[config.mk]
export PLATFORM = sky130hd
export DESIGN_NAME = transfer_switch_supervisor_core_flat
export DESIGN_NICKNAME = d
export VERILOG_FILES = /design/src/design/tss_pkg.sv /design/src/design/tss_item_if.sv /design/src/design/tss_result_if.sv /design/src/design/tss_cfg_regs.sv /design/src/design/tss_eval.sv /design/src/design/transfer_switch_supervisor_core.sv /design/src/flat_wrapper.sv
export SDC_FILE = /design/constraint.sdc
export NUM_CORES = 1
export LEC_CHECK = 0
export BUFFER_PORTS_ARGS = -buffer_cell sky130_fd_sc_hd__buf_2
export CAP_MARGIN = 0
export CORE_ASPECT_RATIO = 1.5
export CORE_MARGIN = 2
export CORE_UTILIZATION = 50
export DETAILED_ROUTE_END_ITERATION = 10
export GPL_ROUTABILITY_DRIVEN = 0
export HOLD_SLACK_MARGIN = 0.1
export PLACE_DENSITY_LB_ADDON = 0.1
export SLEW_MARGIN = 20
export SYNTH_ARGS = -nofsm -noshare
export SYNTH_HDL_FRONTEND = slang
export SYNTH_HIERARCHICAL = 1
export SYNTH_SLANG_ARGS = --single-unit
[constraint.sdc]
create_clock -name clk -period 11.7 [get_ports clk]
set_input_delay 1.17 -clock clk [delete_from_list [all_inputs] [get_ports clk]]
set_output_delay 1.17 -clock clk [all_outputs]
set_load 0.01 [all_outputs]
[src/design/tss_pkg.sv]
`timescale 1ns / 1ps
// ----------------------------------------------------------------------------
// Transfer switch supervisor package
// Shared types, register indexes and timing constants.
// ----------------------------------------------------------------------------
package tss_pkg;

    localparam logic [31:0] SWITCH_LOCKOUT_MS = 32'd10000;
    localparam logic [31:0] DATA_TIMEOUT_MS   = 32'd15000;
    localparam logic [31:0] ALERT_COOLDOWN_MS = 32'd60000;
    localparam logic [31:0] LOCK_TIMEOUT_MS   = 32'd90000;

    localparam int ALERT_CHANNELS = 4;

    localparam logic [1:0] CHAN_TRANSFER_GRID  = 2'd0;
    localparam logic [1:0] CHAN_TRANSFER_SOLAR = 2'd1;
    localparam logic [1:0] CHAN_GRID           = 2'd2;
    localparam logic [1:0] CHAN_BATTERY        = 2'd3;

    localparam int ALERT_BLIND_GRID    = 0;
    localparam int ALERT_OVERLOAD      = 1;
    localparam int ALERT_BACK_TO_SOLAR = 2;
    localparam int ALERT_GRID_LOST     = 3;
    localparam int ALERT_GRID_RESTORED = 4;
    localparam int ALERT_BATTERY_LOW   = 5;

    typedef enum logic [1:0] {
        OP_TICK,
        OP_SAMPLE,
        OP_LOCK_START,
        OP_LOCK_ABORT
    } op_t;

    typedef enum logic [2:0] {
        CFG_GRID_TRIP_LOAD,
        CFG_SOLAR_RETURN_LOAD,
        CFG_BLIND_TRIP_LOAD,
        CFG_GRID_VALID_VOLT,
        CFG_GRID_LOST_VOLT,
        CFG_GRID_RESTORE_VOLT,
        CFG_BATTERY_LOW_VOLT,
        CFG_BATTERY_RECOVER_VOLT
    } cfg_index_t;

    typedef struct packed {
        logic [15:0] grid_trip_load;
        logic [15:0] solar_return_load;
        logic [15:0] blind_trip_load;
        logic [11:0] grid_valid_volt;
        logic [11:0] grid_lost_volt;
        logic [11:0] grid_restore_volt;
        logic [12:0] battery_low_volt;
        logic [12:0] battery_recover_volt;
    } cfg_t;

    typedef struct packed {
        op_t         op;
        logic [31:0] now_ms;
        logic [15:0] load_watts;
        logic [11:0] grid_decivolts;
        logic [12:0] battery_centivolts;
    } item_t;

    typedef struct packed {
        logic        on_grid;
        logic        data_valid;
        logic        grid_lost_flag;
        logic        battery_low_flag;
        logic        update_locked;
        logic [5:0]  alert_mask;
    } result_t;

    typedef struct packed {
        logic                                relay_grid;
        logic                                valid_flag;
        logic                                grid_lost_state;
        logic                                battery_low_state;
        logic                                lock_active;
        logic                                sample_seen;
        logic [31:0]                         lock_start_ms;
        logic [31:0]                         last_sample_ms;
        logic [31:0]                         last_transfer_ms;
        logic [15:0]                         stored_load;
        logic [11:0]                         stored_grid;
        logic [12:0]                         stored_battery;
        logic [ALERT_CHANNELS-1:0][31:0]     alert_times_ms;
    } state_t;

endpackage

[src/design/tss_item_if.sv]
`timescale 1ns / 1ps
// ----------------------------------------------------------------------------
// Transfer switch supervisor input channel
// Valid/ready channel that carries one input item.
// ----------------------------------------------------------------------------
interface tss_item_if;

    logic        valid;
    logic        ready;
    logic [1:0]  op;
    logic [31:0] now_ms;
    logic [15:0] load_watts;
    logic [11:0] grid_decivolts;
    logic [12:0] battery_centivolts;

    modport source (
        output valid,
        output op,
        output now_ms,
        output load_watts,
        output grid_decivolts,
        output battery_centivolts,
        input  ready
    );

    modport sink (
        input  valid,
        input  op,
        input  now_ms,
        input  load_watts,
        input  grid_decivolts,
        input  battery_centivolts,
        output ready
    );

endinterface

[src/design/tss_result_if.sv]
`timescale 1ns / 1ps
// ----------------------------------------------------------------------------
// Transfer switch supervisor result channel
// Valid/ready channel that carries one result item.
// ----------------------------------------------------------------------------
interface tss_result_if;

    logic       valid;
    logic       ready;
    logic       on_grid;
    logic       data_valid;
    logic       grid_lost_flag;
    logic       battery_low_flag;
    logic       update_locked;
    logic [5:0] alert_mask;

    modport source (
        output valid,
        output on_grid,
        output data_valid,
        output grid_lost_flag,
        output battery_low_flag,
        output update_locked,
        output alert_mask,
        input  ready
    );

    modport sink (
        input  valid,
        input  on_grid,
        input  data_valid,
        input  grid_lost_flag,
        input  battery_low_flag,
        input  update_locked,
        input  alert_mask,
        output ready
    );

endinterface

[src/design/tss_cfg_regs.sv]
`timescale 1ns / 1ps
// ----------------------------------------------------------------------------
// Transfer switch supervisor configuration registers
// Threshold register file with a plain write port.
// ----------------------------------------------------------------------------
module tss_cfg_regs (
    input  logic                clk,
    input  logic                rst_n,
    input  logic                cfg_we,
    input  logic [2:0]          cfg_index,
    input  logic [15:0]         cfg_data,
    output tss_pkg::cfg_t       cfg
);

    tss_pkg::cfg_t cfg_reg;
    tss_pkg::cfg_t cfg_next;

    always_comb
    begin
        cfg_next = cfg_reg;
        if (cfg_we)
        begin
            unique case (tss_pkg::cfg_index_t'(cfg_index))
                tss_pkg::CFG_GRID_TRIP_LOAD:       cfg_next.grid_trip_load       = cfg_data;
                tss_pkg::CFG_SOLAR_RETURN_LOAD:    cfg_next.solar_return_load    = cfg_data;
                tss_pkg::CFG_BLIND_TRIP_LOAD:      cfg_next.blind_trip_load      = cfg_data;
                tss_pkg::CFG_GRID_VALID_VOLT:      cfg_next.grid_valid_volt      = cfg_data[11:0];
                tss_pkg::CFG_GRID_LOST_VOLT:       cfg_next.grid_lost_volt       = cfg_data[11:0];
                tss_pkg::CFG_GRID_RESTORE_VOLT:    cfg_next.grid_restore_volt    = cfg_data[11:0];
                tss_pkg::CFG_BATTERY_LOW_VOLT:     cfg_next.battery_low_volt     = cfg_data[12:0];
                tss_pkg::CFG_BATTERY_RECOVER_VOLT: cfg_next.battery_recover_volt = cfg_data[12:0];
                default:                           cfg_next = cfg_reg;
            endcase
        end
    end

    always_ff @(posedge clk or negedge rst_n)
    begin
        if (!rst_n)
        begin
            cfg_reg.grid_trip_load       <= 16'd4500;
            cfg_reg.solar_return_load    <= 16'd3500;
            cfg_reg.blind_trip_load      <= 16'd2000;
            cfg_reg.grid_valid_volt      <= 12'd1900;
            cfg_reg.grid_lost_volt       <= 12'd1500;
            cfg_reg.grid_restore_volt    <= 12'd1800;
            cfg_reg.battery_low_volt     <= 13'd4600;
            cfg_reg.battery_recover_volt <= 13'd5000;
        end
        else
        begin
            cfg_reg <= cfg_next;
        end
    end

    assign cfg = cfg_reg;

endmodule

[src/design/tss_eval.sv]
`timescale 1ns / 1ps
// ----------------------------------------------------------------------------
// Transfer switch supervisor decision logic
// Computes the next supervisor state and the result for one item.
// ----------------------------------------------------------------------------
module tss_eval (
    input  tss_pkg::item_t   item,
    input  tss_pkg::state_t  st,
    input  tss_pkg::cfg_t    cfg,
    output tss_pkg::state_t  st_next,
    output tss_pkg::result_t result
);

    logic [31:0]                              lock_age;
    logic [31:0]                              sample_age;
    logic [31:0]                              transfer_age;
    logic [tss_pkg::ALERT_CHANNELS-1:0][31:0] alert_age;
    logic [tss_pkg::ALERT_CHANNELS-1:0]       cool_ok;
    logic                                     lock_held;
    logic                                     run_item;
    logic                                     is_sample;
    logic [15:0]                              eff_load;
    logic [11:0]                              eff_grid;
    logic [12:0]                              eff_battery;
    logic [31:0]                              eff_last_sample;
    logic                                     timed_out;
    logic                                     valid_eff;
    logic                                     seen_eff;
    logic                                     lockout_ok;
    logic [5:0]                               alerts;

    assign lock_age  = item.now_ms - st.lock_start_ms;
    assign lock_held = (item.op != tss_pkg::OP_LOCK_ABORT) && st.lock_active
                       && !(lock_age > tss_pkg::LOCK_TIMEOUT_MS);
    assign run_item  = (item.op != tss_pkg::OP_LOCK_START) && !lock_held;
    assign is_sample = run_item && (item.op == tss_pkg::OP_SAMPLE);

    assign eff_load        = is_sample ? item.load_watts : st.stored_load;
    assign eff_grid        = is_sample ? item.grid_decivolts : st.stored_grid;
    assign eff_battery     = is_sample ? item.battery_centivolts : st.stored_battery;
    assign eff_last_sample = is_sample ? item.now_ms : st.last_sample_ms;

    assign sample_age   = item.now_ms - eff_last_sample;
    assign timed_out    = sample_age > tss_pkg::DATA_TIMEOUT_MS;
    assign valid_eff    = (st.valid_flag || is_sample) && !timed_out;
    assign seen_eff     = st.sample_seen || is_sample;
    assign transfer_age = item.now_ms - st.last_transfer_ms;
    assign lockout_ok   = transfer_age > tss_pkg::SWITCH_LOCKOUT_MS;

    for (genvar c = 0; c < tss_pkg::ALERT_CHANNELS; c++)
    begin : g_cool
        assign alert_age[c] = item.now_ms - st.alert_times_ms[c];
        assign cool_ok[c]   = alert_age[c] > tss_pkg::ALERT_COOLDOWN_MS;
    end

    always_comb
    begin
        st_next = st;
        alerts  = '0;
        if (item.op == tss_pkg::OP_LOCK_START)
        begin
            st_next.lock_active   = 1'b1;
            st_next.lock_start_ms = item.now_ms;
        end
        else
        begin
            st_next.lock_active = lock_held;
            if (run_item)
            begin
                if (is_sample)
                begin
                    st_next.stored_load    = item.load_watts;
                    st_next.stored_grid    = item.grid_decivolts;
                    st_next.stored_battery = item.battery_centivolts;
                    st_next.sample_seen    = 1'b1;
                    st_next.last_sample_ms = item.now_ms;
                end
                st_next.valid_flag = valid_eff;
                if (!valid_eff && seen_eff && timed_out)
                begin
                    if (!st.relay_grid && (eff_load > cfg.blind_trip_load))
                    begin
                        st_next.relay_grid       = 1'b1;
                        st_next.last_transfer_ms = item.now_ms;
                        if (cool_ok[tss_pkg::CHAN_TRANSFER_GRID])
                        begin
                            alerts[tss_pkg::ALERT_BLIND_GRID] = 1'b1;
                            st_next.alert_times_ms[tss_pkg::CHAN_TRANSFER_GRID] = item.now_ms;
                        end
                    end
                end
                else if (valid_eff)
                begin
                    if (lockout_ok)
                    begin
                        if ((eff_load > cfg.grid_trip_load) && !st.relay_grid
                            && (eff_grid > cfg.grid_valid_volt) && !st.grid_lost_state)
                        begin
                            st_next.relay_grid       = 1'b1;
                            st_next.last_transfer_ms = item.now_ms;
                            if (cool_ok[tss_pkg::CHAN_TRANSFER_GRID])
                            begin
                                alerts[tss_pkg::ALERT_OVERLOAD] = 1'b1;
                                st_next.alert_times_ms[tss_pkg::CHAN_TRANSFER_GRID] =
                                    item.now_ms;
                            end
                        end
                        else if ((eff_load < cfg.solar_return_load) && st.relay_grid)
                        begin
                            st_next.relay_grid       = 1'b0;
                            st_next.last_transfer_ms = item.now_ms;
                            if (cool_ok[tss_pkg::CHAN_TRANSFER_SOLAR])
                            begin
                                alerts[tss_pkg::ALERT_BACK_TO_SOLAR] = 1'b1;
                                st_next.alert_times_ms[tss_pkg::CHAN_TRANSFER_SOLAR] =
                                    item.now_ms;
                            end
                        end
                    end
                    if ((eff_grid < cfg.grid_lost_volt) && !st.grid_lost_state)
                    begin
                        st_next.grid_lost_state = 1'b1;
                        if (cool_ok[tss_pkg::CHAN_GRID])
                        begin
                            alerts[tss_pkg::ALERT_GRID_LOST] = 1'b1;
                            st_next.alert_times_ms[tss_pkg::CHAN_GRID] = item.now_ms;
                        end
                    end
                    else if ((eff_grid > cfg.grid_restore_volt) && st.grid_lost_state)
                    begin
                        st_next.grid_lost_state = 1'b0;
                        if (cool_ok[tss_pkg::CHAN_GRID])
                        begin
                            alerts[tss_pkg::ALERT_GRID_RESTORED] = 1'b1;
                            st_next.alert_times_ms[tss_pkg::CHAN_GRID] = item.now_ms;
                        end
                    end
                    if ((eff_battery <= cfg.battery_low_volt) && !st.battery_low_state)
                    begin
                        st_next.battery_low_state = 1'b1;
                        if (cool_ok[tss_pkg::CHAN_BATTERY])
                        begin
                            alerts[tss_pkg::ALERT_BATTERY_LOW] = 1'b1;
                            st_next.alert_times_ms[tss_pkg::CHAN_BATTERY] = item.now_ms;
                        end
                    end
                    else if ((eff_battery >= cfg.battery_recover_volt) && st.battery_low_state)
                    begin
                        st_next.battery_low_state = 1'b0;
                    end
                end
            end
        end
    end

    assign result.on_grid          = st_next.relay_grid;
    assign result.data_valid       = st_next.valid_flag;
    assign result.grid_lost_flag   = st_next.grid_lost_state;
    assign result.battery_low_flag = st_next.battery_low_state;
    assign result.update_locked    = st_next.lock_active;
    assign result.alert_mask       = alerts;

endmodule

[src/design/transfer_switch_supervisor_core.sv]
`timescale 1ns / 1ps
// Flow: an accepted item waits in the input register and is then loaded into the result
// register, from which its result is offered.
// Throughput: one item per cycle while the result channel is ready; the supervisor state is
// updated in the same cycle that the result register is loaded, so the next item sees it at once.
// Reset: rst_n clears the supervisor state, loads the threshold defaults and empties both
// pipeline registers.
// ----------------------------------------------------------------------------
// Transfer switch supervisor core
// Solar/grid transfer relay supervisor with lock, watchdog and alert cooldown.
// ----------------------------------------------------------------------------
module transfer_switch_supervisor_core (
    input  logic           clk,
    input  logic           rst_n,
    tss_item_if.sink       req,
    tss_result_if.source   rsp,
    input  logic           cfg_we,
    input  logic [2:0]     cfg_index,
    input  logic [15:0]    cfg_data
);

    tss_pkg::cfg_t    cfg;
    tss_pkg::item_t   item_reg;
    tss_pkg::item_t   item_next;
    logic             item_valid_reg;
    tss_pkg::state_t  state_reg;
    tss_pkg::state_t  state_next;
    tss_pkg::result_t result_reg;
    tss_pkg::result_t result_next;
    logic             rsp_valid_reg;
    logic             advance;
    logic             take;

    tss_cfg_regs u_cfg (
        .clk       (clk),
        .rst_n     (rst_n),
        .cfg_we    (cfg_we),
        .cfg_index (cfg_index),
        .cfg_data  (cfg_data),
        .cfg       (cfg)
    );

    tss_eval u_eval (
        .item    (item_reg),
        .st      (state_reg),
        .cfg     (cfg),
        .st_next (state_next),
        .result  (result_next)
    );

    assign advance   = item_valid_reg && (!rsp_valid_reg || rsp.ready);
    assign req.ready = !item_valid_reg || advance;
    assign take      = req.valid && req.ready;

    assign item_next.op                 = tss_pkg::op_t'(req.op);
    assign item_next.now_ms             = req.now_ms;
    assign item_next.load_watts         = req.load_watts;
    assign item_next.grid_decivolts     = req.grid_decivolts;
    assign item_next.battery_centivolts = req.battery_centivolts;

    always_ff @(posedge clk or negedge rst_n)
    begin
        if (!rst_n)
        begin
            item_valid_reg <= 1'b0;
            rsp_valid_reg  <= 1'b0;
            state_reg      <= '0;
        end
        else
        begin
            if (take)
            begin
                item_valid_reg <= 1'b1;
            end
            else if (advance)
            begin
                item_valid_reg <= 1'b0;
            end
            if (advance)
            begin
                rsp_valid_reg <= 1'b1;
                state_reg     <= state_next;
            end
            else if (rsp.ready)
            begin
                rsp_valid_reg <= 1'b0;
            end
        end
    end

    always_ff @(posedge clk)
    begin
        if (take)
        begin
            item_reg <= item_next;
        end
        if (advance)
        begin
            result_reg <= result_next;
        end
    end

    assign rsp.valid            = rsp_valid_reg;
    assign rsp.on_grid          = result_reg.on_grid;
    assign rsp.data_valid       = result_reg.data_valid;
    assign rsp.grid_lost_flag   = result_reg.grid_lost_flag;
    assign rsp.battery_low_flag = result_reg.battery_low_flag;
    assign rsp.update_locked    = result_reg.update_locked;
    assign rsp.alert_mask       = result_reg.alert_mask;

    a_locked_no_alert : assert property (@(posedge clk) disable iff (!rst_n)
        advance && result_next.update_locked |-> result_next.alert_mask == 6'd0)
        else $error("Alert raised by an item while the update lock is held.");

    a_one_grid_transfer : assert property (@(posedge clk) disable iff (!rst_n)
        advance |-> !(result_next.alert_mask[tss_pkg::ALERT_BLIND_GRID]
                      && result_next.alert_mask[tss_pkg::ALERT_OVERLOAD]))
        else $error("Blind and overload transfers reported for one item.");

    a_solar_alert_relay : assert property (@(posedge clk) disable iff (!rst_n)
        advance && result_next.alert_mask[tss_pkg::ALERT_BACK_TO_SOLAR]
        |-> !result_next.on_grid && state_reg.relay_grid)
        else $error("Back-to-solar alert without a grid to solar transfer.");

    a_result_loaded : assert property (@(posedge clk) disable iff (!rst_n)
        advance |=> rsp_valid_reg && state_reg == $past(state_next))
        else $error("Result register or state not loaded when an item advanced.");

endmodule
[src/flat_wrapper.sv]
// flat-port wrapper written by rule: the top's interface ports become plain ports
module transfer_switch_supervisor_core_flat 
  (clk, rst_n, cfg_we, cfg_index, cfg_data, req_valid, req_op, req_now_ms, req_load_watts, req_grid_decivolts, req_battery_centivolts, req_ready, rsp_valid, rsp_on_grid, rsp_data_valid, rsp_grid_lost_flag, rsp_battery_low_flag, rsp_update_locked, rsp_alert_mask, rsp_ready);
  tss_item_if req_i ();
  tss_result_if rsp_i ();
  input  logic clk;
  input  logic rst_n;
  input  logic cfg_we;
  input  logic [2:0] cfg_index;
  input  logic [15:0] cfg_data;
  input wire logic [$bits(req_i.valid)-1:0] req_valid;
  input wire logic [$bits(req_i.op)-1:0] req_op;
  input wire logic [$bits(req_i.now_ms)-1:0] req_now_ms;
  input wire logic [$bits(req_i.load_watts)-1:0] req_load_watts;
  input wire logic [$bits(req_i.grid_decivolts)-1:0] req_grid_decivolts;
  input wire logic [$bits(req_i.battery_centivolts)-1:0] req_battery_centivolts;
  output wire logic [$bits(req_i.ready)-1:0] req_ready;
  output wire logic [$bits(rsp_i.valid)-1:0] rsp_valid;
  output wire logic [$bits(rsp_i.on_grid)-1:0] rsp_on_grid;
  output wire logic [$bits(rsp_i.data_valid)-1:0] rsp_data_valid;
  output wire logic [$bits(rsp_i.grid_lost_flag)-1:0] rsp_grid_lost_flag;
  output wire logic [$bits(rsp_i.battery_low_flag)-1:0] rsp_battery_low_flag;
  output wire logic [$bits(rsp_i.update_locked)-1:0] rsp_update_locked;
  output wire logic [$bits(rsp_i.alert_mask)-1:0] rsp_alert_mask;
  input wire logic [$bits(rsp_i.ready)-1:0] rsp_ready;
  assign req_i.valid = req_valid;
  assign req_i.op = req_op;
  assign req_i.now_ms = req_now_ms;
  assign req_i.load_watts = req_load_watts;
  assign req_i.grid_decivolts = req_grid_decivolts;
  assign req_i.battery_centivolts = req_battery_centivolts;
  assign req_ready = req_i.ready;
  assign rsp_valid = rsp_i.valid;
  assign rsp_on_grid = rsp_i.on_grid;
  assign rsp_data_valid = rsp_i.data_valid;
  assign rsp_grid_lost_flag = rsp_i.grid_lost_flag;
  assign rsp_battery_low_flag = rsp_i.battery_low_flag;
  assign rsp_update_locked = rsp_i.update_locked;
  assign rsp_alert_mask = rsp_i.alert_mask;
  assign rsp_i.ready = rsp_ready;
  transfer_switch_supervisor_core u_core (.clk(clk), .rst_n(rst_n), .req(req_i), .rsp(rsp_i), .cfg_we(cfg_we), .cfg_index(cfg_index), .cfg_data(cfg_data));
endmodule
-- After elaboration in Yosys (flattened, before gate mapping)
Cells that the tools add are included.
- add/sub/neg operators: 7
- order comparisons: 15
- eq/ne operators: 12
- multiplexer cells: 42
- bitwise gates (word level): 11
- reduce and logical (&&, ||, !) cells: 61
- operators by type and width (cell ; number):
    32-bit two-way mux ; 16
    32-bit subtractor ; 7
    32-bit by 16-bit greater-than comparator with 1-bit output (second input constant) ; 4
    32-bit by 14-bit greater-than comparator with 1-bit output (second input constant) ; 2
    16-bit greater-than comparator ; 2
    32-bit by 17-bit greater-than comparator with 1-bit output (second input constant) ; 1
    12-bit greater-than comparator ; 2
    7-bit AND reduction ; 3
    1-bit two-way mux ; 19
    1-bit logical AND ; 18
    2-bit AND reduction ; 9
    16-bit < comparator ; 1
    16-bit two-way mux ; 1
    13-bit >= comparator ; 1
    13-bit less-or-equal comparator ; 1
    13-bit two-way mux ; 1
    3-bit equality test (second input constant) ; 4
    12-bit < comparator ; 1
    12-bit two-way mux ; 1
    2-bit nonzero test ; 6
    6-bit OR reduction ; 2
    1-bit inverter ; 11
    5-bit OR reduction ; 2
    1-bit zero test ; 9
    17 further kinds ; 24
- flip-flop bits (word level): 469
- input bits: 99
- output and inout bits: 13

-- Depth between registers and ports, before layout
- depth in word-level cells: 18
- gate-level depth with buffers: 43
- depth with buffers taken out: 37

-- Cells and area by module
The synthesis kept the hierarchy.
- by module, submodules not included (module ; instances ; cells each ; area each (um^2) ; sequential area each (um^2)):
    tss_eval ; 1 ; 2971 ; 19369.8 ; 0.0
    transfer_switch_supervisor_core ; 1 ; 666 ; 13016.2 ; 9414.0
    tss_cfg_regs ; 1 ; 238 ; 4234.1 ; 2812.7

-- Worst setup path before layout
OpenSTA, ideal clock, no wires.
- path type: register to register
- start point: reg u_core/item_reg[41] (netlist bit)
- end point: reg u_core/state_reg[197] (netlist bit)
- library setup time: 125 ps
- arrival: 9332 ps
- required time: 11575 ps
- path slack: 2243 ps
- stages on the path, launching flop included: 39
- path buffers: 5
- period minus slack after synthesis: 9457 ps
- path through: edfxtp_1 -> inv_1 -> ha_1 -> inv_1 -> fa_1 -> a21o_1 -> a221o_1 -> o211ai_2 -> o31a_2 -> xnor2_1 -> or4_4 -> nor4_4 -> nand4b_2 -> o21ai_2 -> clkbuf_1 -> clkbuf_1 -> clkbuf_1 -> clkbuf_1 -> [... 3 more ...] -> fa_1 -> inv_1 -> maj3_1 -> nor2_1 -> o21ai_0 -> or4_4 -> o211a_2 -> o21a_1 -> or3_1 -> o211ai_1 -> nor4b_2 -> nand4_1 -> nor4_2 -> nand3_1 -> o21ai_2 -> buf_4 -> mux2_1 -> mux2_4
- word-level cells in the longest chain between the ends: 17
- ends and longest elaborated chain (what ; RTL line ; text):
    start: declaration ; transfer_switch_supervisor_core.sv:23 ; tss_pkg::item_t item_reg;
    start signal: assignment ; transfer_switch_supervisor_core.sv:95 ; item_reg <= item_next;
    32-bit subtractor ; tss_eval.sv:32 ; assign lock_age = item.now_ms - st.lock_start_ms;
    32-bit by 17-bit greater-than comparator with 1-bit output ; tss_eval.sv:34 ; && !(lock_age > tss_pkg::LOCK_TIMEOUT_MS);
    1-bit zero test ; tss_eval.sv:34 ;
    1-bit logical AND ; tss_eval.sv:34 ;
    1-bit zero test ; tss_eval.sv:35 ; assign run_item = (item.op != tss_pkg::OP_LOCK_START) && !lock_held;
    1-bit logical AND ; tss_eval.sv:35 ;
    1-bit logical AND ; tss_eval.sv:36 ; assign is_sample = run_item && (item.op == tss_pkg::OP_SAMPLE);
    32-bit two-way mux ; - ;
    32-bit subtractor ; tss_eval.sv:43 ; assign sample_age = item.now_ms - eff_last_sample;
    32-bit by 14-bit greater-than comparator with 1-bit output ; tss_eval.sv:44 ; assign timed_out = sample_age > tss_pkg::DATA_TIMEOUT_MS;
    1-bit zero test ; tss_eval.sv:45 ; assign valid_eff = (st.valid_flag || is_sample) && !timed_out;
    1-bit logical AND ; tss_eval.sv:45 ;
    1-bit zero test ; tss_eval.sv:79 ; if (!valid_eff && seen_eff && timed_out)
    1-bit logical AND (2 in a row) ; tss_eval.sv:79 ;
    2-bit by 1-bit != test with 1-bit output (no source line) (tied with other cells) ; - ;
    7-bit AND reduction (no source line) ; - ;
    end signal: assignment ; transfer_switch_supervisor_core.sv:82 ; state_reg <= state_next;
    end: declaration ; transfer_switch_supervisor_core.sv:26 ; tss_pkg::state_t state_reg;
Several ways; a longest one is shown, not always the timed one. The select of a mux whose other input is x is not followed.
A chain may end at the register's enable or synchronous reset.

-- Worst setup path after layout
- start point: reg u_core/item_reg[41] (netlist bit)
- end point: reg u_core/state_reg[92] (netlist bit)
- word-level cells in the longest chain between the ends: 17
- ends and longest elaborated chain (what ; RTL line):
    32-bit subtractor ; tss_eval.sv:32
    32-bit by 17-bit greater-than comparator with 1-bit output ; tss_eval.sv:34
    1-bit zero test ; tss_eval.sv:34
    1-bit logical AND ; tss_eval.sv:34
    1-bit zero test ; tss_eval.sv:35
    1-bit logical AND ; tss_eval.sv:35
    1-bit logical AND ; tss_eval.sv:36
    32-bit two-way mux ; -
    32-bit subtractor ; tss_eval.sv:43
    32-bit by 14-bit greater-than comparator with 1-bit output ; tss_eval.sv:44
    1-bit zero test ; tss_eval.sv:45
    1-bit logical AND ; tss_eval.sv:45
    1-bit zero test ; tss_eval.sv:79
    1-bit logical AND (2 in a row) ; tss_eval.sv:79
    1-bit inverter (no source line) ; -
    6-bit AND reduction (no source line) ; -
Several ways; a longest one is shown, not always the timed one. The select of a mux whose other input is x is not followed.

==> impl_results.md <==
- Nature of the critical path endpoint: flip-flop
- Tightest Pin Transition: ~1100 ps
- Synth unique cells: just over 100
- Clock sink count: 469
- Clock root buffer: clkbuf_16
- Final Cycle Share: approximately 87%
- CP peak stage delay: 1110 ps
- Status: completed
- Wirelength per Cell: slightly above 20 µm
- Synth Cell Area: 36,600 µm²
- Final #Nets: approximately 4,400
- TritonCTS buffer count: between 50 and 60
- Finished Cell Area: around 40,000 µm²
- Maximum clock frequency: about 100 MHz
- Setup-failing EPs final: 0
- Die H: around 340 µm
- Initial antenna violation count: 2
- Leak: approximately 19 nW
- FP Rows: roughly 120
- Longest Clk Path Bufs: 3
- Pin count of the biggest net entering global routing: between 70 and 80
- Area of the multi-input gates: between 20,000 and 25,000 µm²
- Share of the synthesized area in the top cell type: between 20% and 30%
- Synth top cells by count: 447 x nand2_1, 394 x inv_1, 335 x dfrtp_1, 334 x mux2_2, 317 x ha_1
- Via count: between 20,000 and 30,000
- H-tree levels: 2
- Synth top area cells: dfrtp_1 23%, ha_1 11%, mux2_2 10%
- Worst Path Required: between 10,000 and 15,000 ps
- Layout cell share with drive strength beyond 1: a little under a fifth
- Area leader, netlist: dfrtp_1
- Syn Inst Count: 3,875
- Full die area: about 75,000 µm²
- Post-DP HPWL: 75,100 µm
- Relative slew slack: roughly 27%
- Max reg flops: roughly 270
- Max Clock Skew: roughly 29 ps
- Initial core utilization: between 50% and 60%
- Clk slew on worst S/H paths: 60 ps
- Total GRT Usage: between 20% and 30%
- Initial drt markers: around 1,500
- Syn Nets: 4,298
- Initial DRT Pass Iterations: 7
- RSZ-0062 raised after global routing: no
- Warnings, synthesis: 6
- Critical Path AT: 10,660 ps
- Peak supply drop: 0.136 mV
- Async SR Flop Fraction: around 80%
- Most frequent cell after synthesis: nand2_1
- Placed Area: 38,100 µm²
- Slew Viols, Final: 0
- DRC errors left: 0
- Die W: about 220 µm
- Clk_lat worst skew: approximately 630 ps
- Diodes inserted: 0
- Crit path kind: flip-flop to flip-flop
- Syn-to-layout area delta: 8.95%
- Critical path's slowest cell: or4b_2
- Core Region: approximately 73,000 µm²
- Ports: ~110
- Mean Syn Cell Area: roughly 9.5 µm²
- Vias in the first global route: around 28,000
- Register area share after synthesis: approximately a third
- Post-CTS sizing: 0
- Startpoint Class: flip-flop
- GRT overflow: 0
- Cell Pwr Density: ~200 nW/µm²
- CTS Hold Bufs: 0
- Post-synth EDFFs: 86
- CTS tree: built
- Vias per cell: a little under 6
- Fillers: 6,705
- Tmin final: slightly above 10,000 ps
- Most frequent CP cell: a21o_1
- Highest net fanout along the worst path: 32
- First-pass GRT wire length: 159,000 µm
- Post-route ant nets: 0
- IO buf count: approximately 110
- Storage cell area: 12,200 µm²
- Setup TNS Final: 0 ps
- Post-CTS Setup Bufs: 0
- Max-cap violations: 0
- Final Hold Violating Endpoints: 0
- Min-Delay Path Class: flip-flop to flip-flop
- Main synth FF type: dfrtp_1
- Flops & latches, synth: between 400 and 500
- Detailed Route WL: between 100,000 and 150,000 µm
-- critical path: cells and delay by family, from the launching register on --
kind | cells | cell delay [ps]
xor gates and xnor gates | 1 | 70
DFF | 1 | 520
buffers and inverters | 3 | 240
adders and majority gates | 3 | 960
AOI/OAI and AO/OA | 15 | 3880
and+or+nand+nor | 11 | 3620
muxes | 2 | 740
-- logic make-up (layout without fill, tap and decap cells) --
logic type                 Yosys count  count (layout)  share of synthesized area [%]
buffers and inverters              520             661                           6.07
and+or+nand+nor                   1040            1040                           13.7
muxes                              572             572                           18.3
AOI/OAI and AO/OA                  843             843                           14.7
DFF                                469             469                           33.4
adders and majority gates          331             331                           11.4
xor gates and xnor gates           100             100                           2.39
-- per-stage QoR --
stage               util [%]  hold WS (ps)  setup slack [ps]  cells  power [mW]
floorplan                  -           457              2240   3875        5.21
finish                  55.0           498              1530   4938        7.89
CTS                     55.0           496              1590   4938        7.92
detailed placement      52.5           486              1640   4841        6.10
global route            55.0           513               949   4938        8.50
global placement        52.5           478              1680   4841        6.05
-- where the power goes --
group / switching, mW / leakage (nW) / internal, mW
clock: 0.738 / 0.897 / 1.03
sequential: 0.237 / 5.62 / 2.07
combinational: 2.12 / 12.1 / 1.70
-- layout make-up --
type | instances | area share (%)
Timing Repair Buffer | 169 | 2.52
Sequential cell | 469 | 30.6
Tap cell | 922 | 2.89
Clock inverter | 30 | 0.831
Clock buffer | 67 | 3.72
Inverter | 395 | 3.72
Multi-Input combinational cell | 2886 | 55.7
-- placed cells by master, fill, tap and decap left out, types with 31 or more instances in the layout --
| cell | netlist | routed |
|---|---|---|
| nand3_1 | 50 | 50 |
| ha_1 | 317 | 317 |
| nor3_1 | 76 | 76 |
| mux2_1 | 99 | 99 |
| mux2_2 | 334 | 334 |
| nand2b_1 | 61 | 61 |
| a21oi_1 | 210 | 209 |
| xnor2_1 | 60 | 60 |
| edfxtp_1 | 86 | 86 |
| nand2_1 | 447 | 447 |
| inv_1 | 394 | 394 |
| o21ai_0 | 228 | 228 |
| nand4_1 | 44 | 44 |
| mux2_4 | 86 | 86 |
| nor2_1 | 161 | 161 |
| a21o_1 | 73 | 73 |
| buf_4 | 10 | 57 |
| a31oi_1 | 31 | 31 |
| dfstp_2 | 48 | 48 |
| clkbuf_16 | 0 | 56 |
| dfrtp_1 | 335 | 335 |
| o21a_1 | 43 | 43 |
| xor2_1 | 40 | 40 |
| nor2b_1 | 59 | 58 |
| buf_2 | 30 | 110 |
| mux2i_1 | 53 | 53 |
-- routing by layer --
| metal | GRT usage, % | share of wire (%) |
|---|---|---|
| met1 | 31.2 | 41 |
| met3 | 2.97 | 3.2 |
| met5 | 0 | 0.022 |
| met4 | 14.2 | 6.0 |
| met2 | 48.6 | 50 |
-- final timing paths --
path                                       start               endpoint  slack, ps  cells past startpoint
max                          u_core/item_reg[41]   u_core/state_reg[92]       1530                     35
min                        u_core/item_valid_reg       u_core/rsp.valid        500                      1
max reg2reg                  u_core/item_reg[41]   u_core/state_reg[92]       1530                     35
min reg2reg                u_core/item_valid_reg       u_core/rsp.valid        500                      1
max in group asynchronous                  rst_n   u_core/u_cfg/cfg[73]       9300                      3
min in group asynchronous                  rst_n  u_core/state_reg[120]        510                      1
(Power assumes the default switching activity.)
